File: config.mk
export PLATFORM = sky130hd
export DESIGN_NAME = bf33_mean_div
export DESIGN_NICKNAME = d
export VERILOG_FILES = /design/src/hdl/box_filter_3x3_edge_mean_core_assert.svh /design/src/hdl/bf33_pkg.sv /design/src/hdl/bf33_mean_div.sv
export SDC_FILE = /design/constraint.sdc
export NUM_CORES = 1
export LEC_CHECK = 0
export BUFFER_PORTS_ARGS = -buffer_cell sky130_fd_sc_hd__buf_2
export CAP_MARGIN = 10
export CORE_MARGIN = 5
export CORE_UTILIZATION = 30
export CTS_CLUSTER_DIAMETER = 150
export DETAILED_ROUTE_END_ITERATION = 10
export HOLD_SLACK_MARGIN = 0.12
export PLACE_DENSITY_LB_ADDON = 0.15
export REMOVE_ABC_BUFFERS = 1
export SLEW_MARGIN = 20
export SYNTH_ARGS = -nofsm -noshare
export SYNTH_HDL_FRONTEND = slang
export SYNTH_SLANG_ARGS = --single-unit
File: constraint.sdc
create_clock -name aclk -period 18.4 [get_ports aclk]
set_input_delay 3.68 -clock aclk [delete_from_list [all_inputs] [get_ports aclk]]
set_output_delay 3.68 -clock aclk [all_outputs]
set_load 0.01 [all_outputs]
File: src/hdl/box_filter_3x3_edge_mean_core_assert.svh
// assertion helpers for the filter rtl
`ifndef BOX_FILTER_3X3_EDGE_MEAN_CORE_ASSERT_SVH
`define BOX_FILTER_3X3_EDGE_MEAN_CORE_ASSERT_SVH

// same-cycle implication, sampled on aclk, off while in reset
`define BF33_ASSERT_NOW(name, ante, cons, msg) \
    name: assert property (@(posedge aclk) disable iff (!aresetn) (ante) |-> (cons)) \
        else $error(msg);

// next-cycle implication, sampled on aclk, off while in reset
`define BF33_ASSERT_NEXT(name, ante, cons, msg) \
    name: assert property (@(posedge aclk) disable iff (!aresetn) (ante) |=> (cons)) \
        else $error(msg);

`endif

File: src/hdl/bf33_pkg.sv
package bf33_pkg;

    localparam int PIX_W       = 8;
    localparam int CFG_W       = 11;
    localparam int SUM_W       = 12;
    localparam int CNT_W       = 4;
    localparam int RECIP_W     = 17;
    localparam int RECIP_SHIFT = 16;

    localparam int DEF_MAX_WIDTH  = 1024;
    localparam int DEF_MAX_HEIGHT = 1024;

    localparam logic [CFG_W-1:0] SIZE_RESET = 11'd1024;

    // output queue
    localparam int FIFO_DEPTH = 8;
    localparam int FIFO_AW    = $clog2(FIFO_DEPTH);
    localparam int FIFO_CW    = $clog2(FIFO_DEPTH + 1);

    typedef enum logic {
        OP_PIXEL = 1'b0,
        OP_DRAIN = 1'b1
    } op_t;

    typedef enum logic {
        REG_IMAGE_WIDTH  = 1'b0,
        REG_IMAGE_HEIGHT = 1'b1
    } cfg_reg_t;

    typedef struct packed {
        logic [PIX_W-1:0] smoothed;
        logic             eor;
        logic             eof;
    } out_item_t;

    typedef struct packed {
        logic             valid;
        logic [SUM_W-1:0] sum;
        logic [CNT_W-1:0] cnt;
        logic             eor;
        logic             eof;
    } mean_req_t;

    typedef struct packed {
        logic      valid;
        out_item_t item;
    } mean_res_t;

    // ceil(2^16 / n); exact floor division for sums below 2^16 / 8
    function automatic logic [RECIP_W-1:0] recip(input logic [CNT_W-1:0] n);
        logic [RECIP_W-1:0] r;
        case (n)
            4'd1:    r = 17'd65536;
            4'd2:    r = 17'd32768;
            4'd3:    r = 17'd21846;
            4'd4:    r = 17'd16384;
            4'd5:    r = 17'd13108;
            4'd6:    r = 17'd10923;
            4'd7:    r = 17'd9363;
            4'd8:    r = 17'd8192;
            4'd9:    r = 17'd7282;
            default: r = 17'd65536;
        endcase
        return r;
    endfunction

endpackage

File: src/hdl/bf33_mean_div.sv
module bf33_mean_div (
    input  logic                 aclk,
    input  logic                 aresetn,
    input  bf33_pkg::mean_req_t  req,
    output bf33_pkg::mean_res_t  res
);
    import bf33_pkg::*;

    localparam int PROD_W = SUM_W + RECIP_W;

    logic [PROD_W-1:0] prod;
    logic              valid_reg;
    out_item_t         item_reg;

    // floor(sum / cnt) as a multiply by the rounded-up reciprocal
    assign prod = PROD_W'(req.sum) * PROD_W'(recip(req.cnt));

    always_ff @(posedge aclk) begin
        if (!aresetn) begin
            valid_reg <= 1'b0;
        end else begin
            valid_reg <= req.valid;
        end
    end

    always_ff @(posedge aclk) begin
        item_reg.smoothed <= prod[RECIP_SHIFT +: PIX_W];
        item_reg.eor      <= req.eor;
        item_reg.eof      <= req.eof;
    end

    assign res.valid = valid_reg;
    assign res.item  = item_reg;

endmodule

==> metrics.txt <==
outcome=finished, final reports clean; # setup viols final=0; Unique masters post-synth=53; detailed-route DRC error count=0; GRT Util Overall=13.7%; CTS Root Cell=clkbuf_16; die width=152 um; area leader, netlist=fa_1; Hold Crit Class=input port to register; number of synthesized flops with an enable pin=0; WL/cell=15.1 um; Final Instance Area=0.00652 mm^2; TNS Setup=0 ps; top cell type's share of synthesized area=46.6%; Cells after Synth=696; cts repair resizes=0; Synth Register Bits=11; Worst-Margin Slew=1040 ps; Mapped Area=0.00606 mm^2; H-tree level count=1; Top FF cell, synth=dfxtp_1; hold_buf cts=0; Max Cap Violations=0; final WL=14,800 um; Hold Crit Depth=1; GRT Residual Overflow=0; CTS buffer count=3; final hold violations=0; Post-Layout Cell Count=976; Max-Slew Margin vs Limit=30.5%; Die Span Y=152 um; Fin Hold WS=3540 ps; Starting Density=30.2%; Post-DP HPWL=12,800 um; cells taking the most area after synthesis=fa_1, inv_1, ha_1; first-pass GRT wire length=25,700 um; P_leak=3.39 nW; layout cells sized above 1=9.63%; DRT iter0 DRCs=189; total power per unit cell area=56.2 mW/mm^2; Avg Cell Area, Syn=8.70 um^2; crit path DAT=10,000 ps; Post-CTS Setup Inserts=0; Max Freq=101 MHz; antenna-violating nets left=0; Layout Nets=916; area delta synth->final=7.66%; clock slew at reported path FFs=40 ps; Worst Setup End Kind=register; drt pass-1 iters=4; vias per cell=4.38; max FFs per register=10; Slew Limit Fails=0; I/O pin count=32; Longest Clk Path Bufs=2; via count=4,272; Multi-input gate area=0.00498 mm^2; Worst Path Class, Setup=input port to register; post-route setup slack=8520 ps; Buffers on Ports=31; pre-CTS setup slack=8270 ps; diode count=0; min cycle time layout=9880 ps; maximum VDD drop=0.0336 mV; core footprint=0.0200 mm^2; Cell Rows=52; YS warnings=0; Post-synth ARST share=0%; vias in the first global route=4,888; placed inst area=0.00644 mm^2; largest net degree at the start of global routing=18; Seq/Total Area, Yosys=3.63%; initial antenna violation count=0; Hold Path Origin=req[1]; CP Max Fanout=16; WP data required=18,520 ps; Worst setup SP type=input port; fin crit share=53.7%; clk sinks=11; Hold EP=res[1]; routability congestion estimate=0.846; cell total after placement=972; CTS tree=yes; Seq. cell area=220 um^2; Die Area=0.0231 mm^2; Fillers=2,193; RSZ-0062 raised after global routing=false
## cells in the final DEF (no fill, tap or decap), types with 3 or more instances in the layout
| master | Yosys | routed |
|---|---|---|
| a21o_1 | 5 | 5 |
| a21oi_1 | 11 | 11 |
| and2_1 | 31 | 31 |
| and2_2 | 5 | 5 |
| and3_1 | 10 | 10 |
| and3_2 | 5 | 5 |
| buf_2 | 3 | 31 |
| buf_4 | 2 | 3 |
| clkbuf_16 | 0 | 3 |
| dfxtp_1 | 11 | 11 |
| fa_1 | 141 | 141 |
| ha_1 | 47 | 47 |
| inv_1 | 194 | 194 |
| mux2i_1 | 3 | 3 |
| nand2_1 | 127 | 127 |
| nand3_1 | 5 | 5 |
| nor2_1 | 9 | 9 |
| o21ai_0 | 10 | 10 |
| or2_2 | 3 | 3 |
| xnor2_1 | 10 | 10 |
| xor2_1 | 3 | 3 |
## cells in the mapped netlist (2+ instances only)
| cell | instances |
|---|---|
| a21o_1 | 5 |
| a21oi_1 | 11 |
| a221oi_1 | 2 |
| and2_1 | 31 |
| and2_2 | 5 |
| and3_1 | 10 |
| and3_2 | 5 |
| buf_2 | 3 |
| buf_4 | 2 |
| buf_6 | 2 |
| clkbuf_1 | 21 |
| dfxtp_1 | 11 |
| fa_1 | 141 |
| ha_1 | 47 |
| inv_1 | 194 |
| mux2i_1 | 3 |
| nand2_1 | 127 |
| nand2_2 | 2 |
| nand3_1 | 5 |
| nand3b_1 | 2 |
| nor2_1 | 9 |
| nor2b_1 | 2 |
| o211ai_1 | 2 |
| o21ai_0 | 10 |
| o21ai_1 | 2 |
| or2_2 | 3 |
| xnor2_1 | 10 |
| xnor2_2 | 2 |
| xor2_1 | 3 |
## cell families after synthesis
logic type	Yosys count	share of synthesized area [%]
and+or+nand+nor	212	17.1
buffers and inverters	222	14.2
AOI/OAI and AO/OA	43	5.04
adders and majority gates	188	56.3
xor gates and xnor gates	17	3.24
DFF	11	3.63
muxes	3	0.496
## cell type report
class | count | area share [%]
sequential | 11 | 3.38
timing repair buffer | 34 | 2.72
inverter | 194 | 11.2
clock buffer | 3 | 1.15
clock inverter | 1 | 0.0767
tap | 270 | 5.18
multi-input combinational | 463 | 76.3
## stage by stage
stage | util, % | total power, mW
after CTS | 32.5 | 0.378
after global routing | 32.5 | 0.421
after floorplan | - | 0.249
after detailed placement | 32.1 | 0.335
after global placement | 32.1 | 0.334
final | 32.5 | 0.366
## power breakdown
group,switching (mW),internal (mW),leakage [nW]
clock,0.0102,0.0287,0.0409
sequential,0.00177,0.0349,0.0927
combinational,0.171,0.120,3.26
total,0.183,0.183,3.39
## worst max-delay path by stage
stage               slack [ps]  cells after the start      to    from
floorplan                 8940                     20  res[6]  req[2]
global placement          8420                     24  res[6]  req[3]
detailed placement        8270                     24  res[6]  req[3]
CTS                       8500                     24  res[6]  req[3]
global route              7960                     24  res[6]  req[3]
finish                    8520                     23  res[6]  req[3]
## routing by layer
metal | track usage (%) | vias up | routed length [um] | share of wire [%]
li1 | - | 2031 | - | -
met1 | 18.2 | 2177 | 6480 | 44
met2 | 25.3 | 54 | 7840 | 53
met3 | 0.995 | 10 | 312 | 2.1
met4 | 1.24 | 0 | 142 | 0.96
met5 | 0 | - | 0 | 0
## worst max-delay path, cell delays in order
cell and delay [ps]:
buf_2 170, inv_1 130, ha_1 180, nand3b_1 160
o21ai_0 120, buf_4 240, nor2_1 70, a21oi_1 800
and2_1 260, fa_1 440, fa_1 530, fa_1 430
fa_1 490, inv_1 50, fa_1 470, inv_1 40
ha_1 330, nand3_1 140, or3b_1 410, or2_1 250
o22ai_2 310, o32ai_2 150, xnor2_1 140
(Power assumes the default switching activity.)
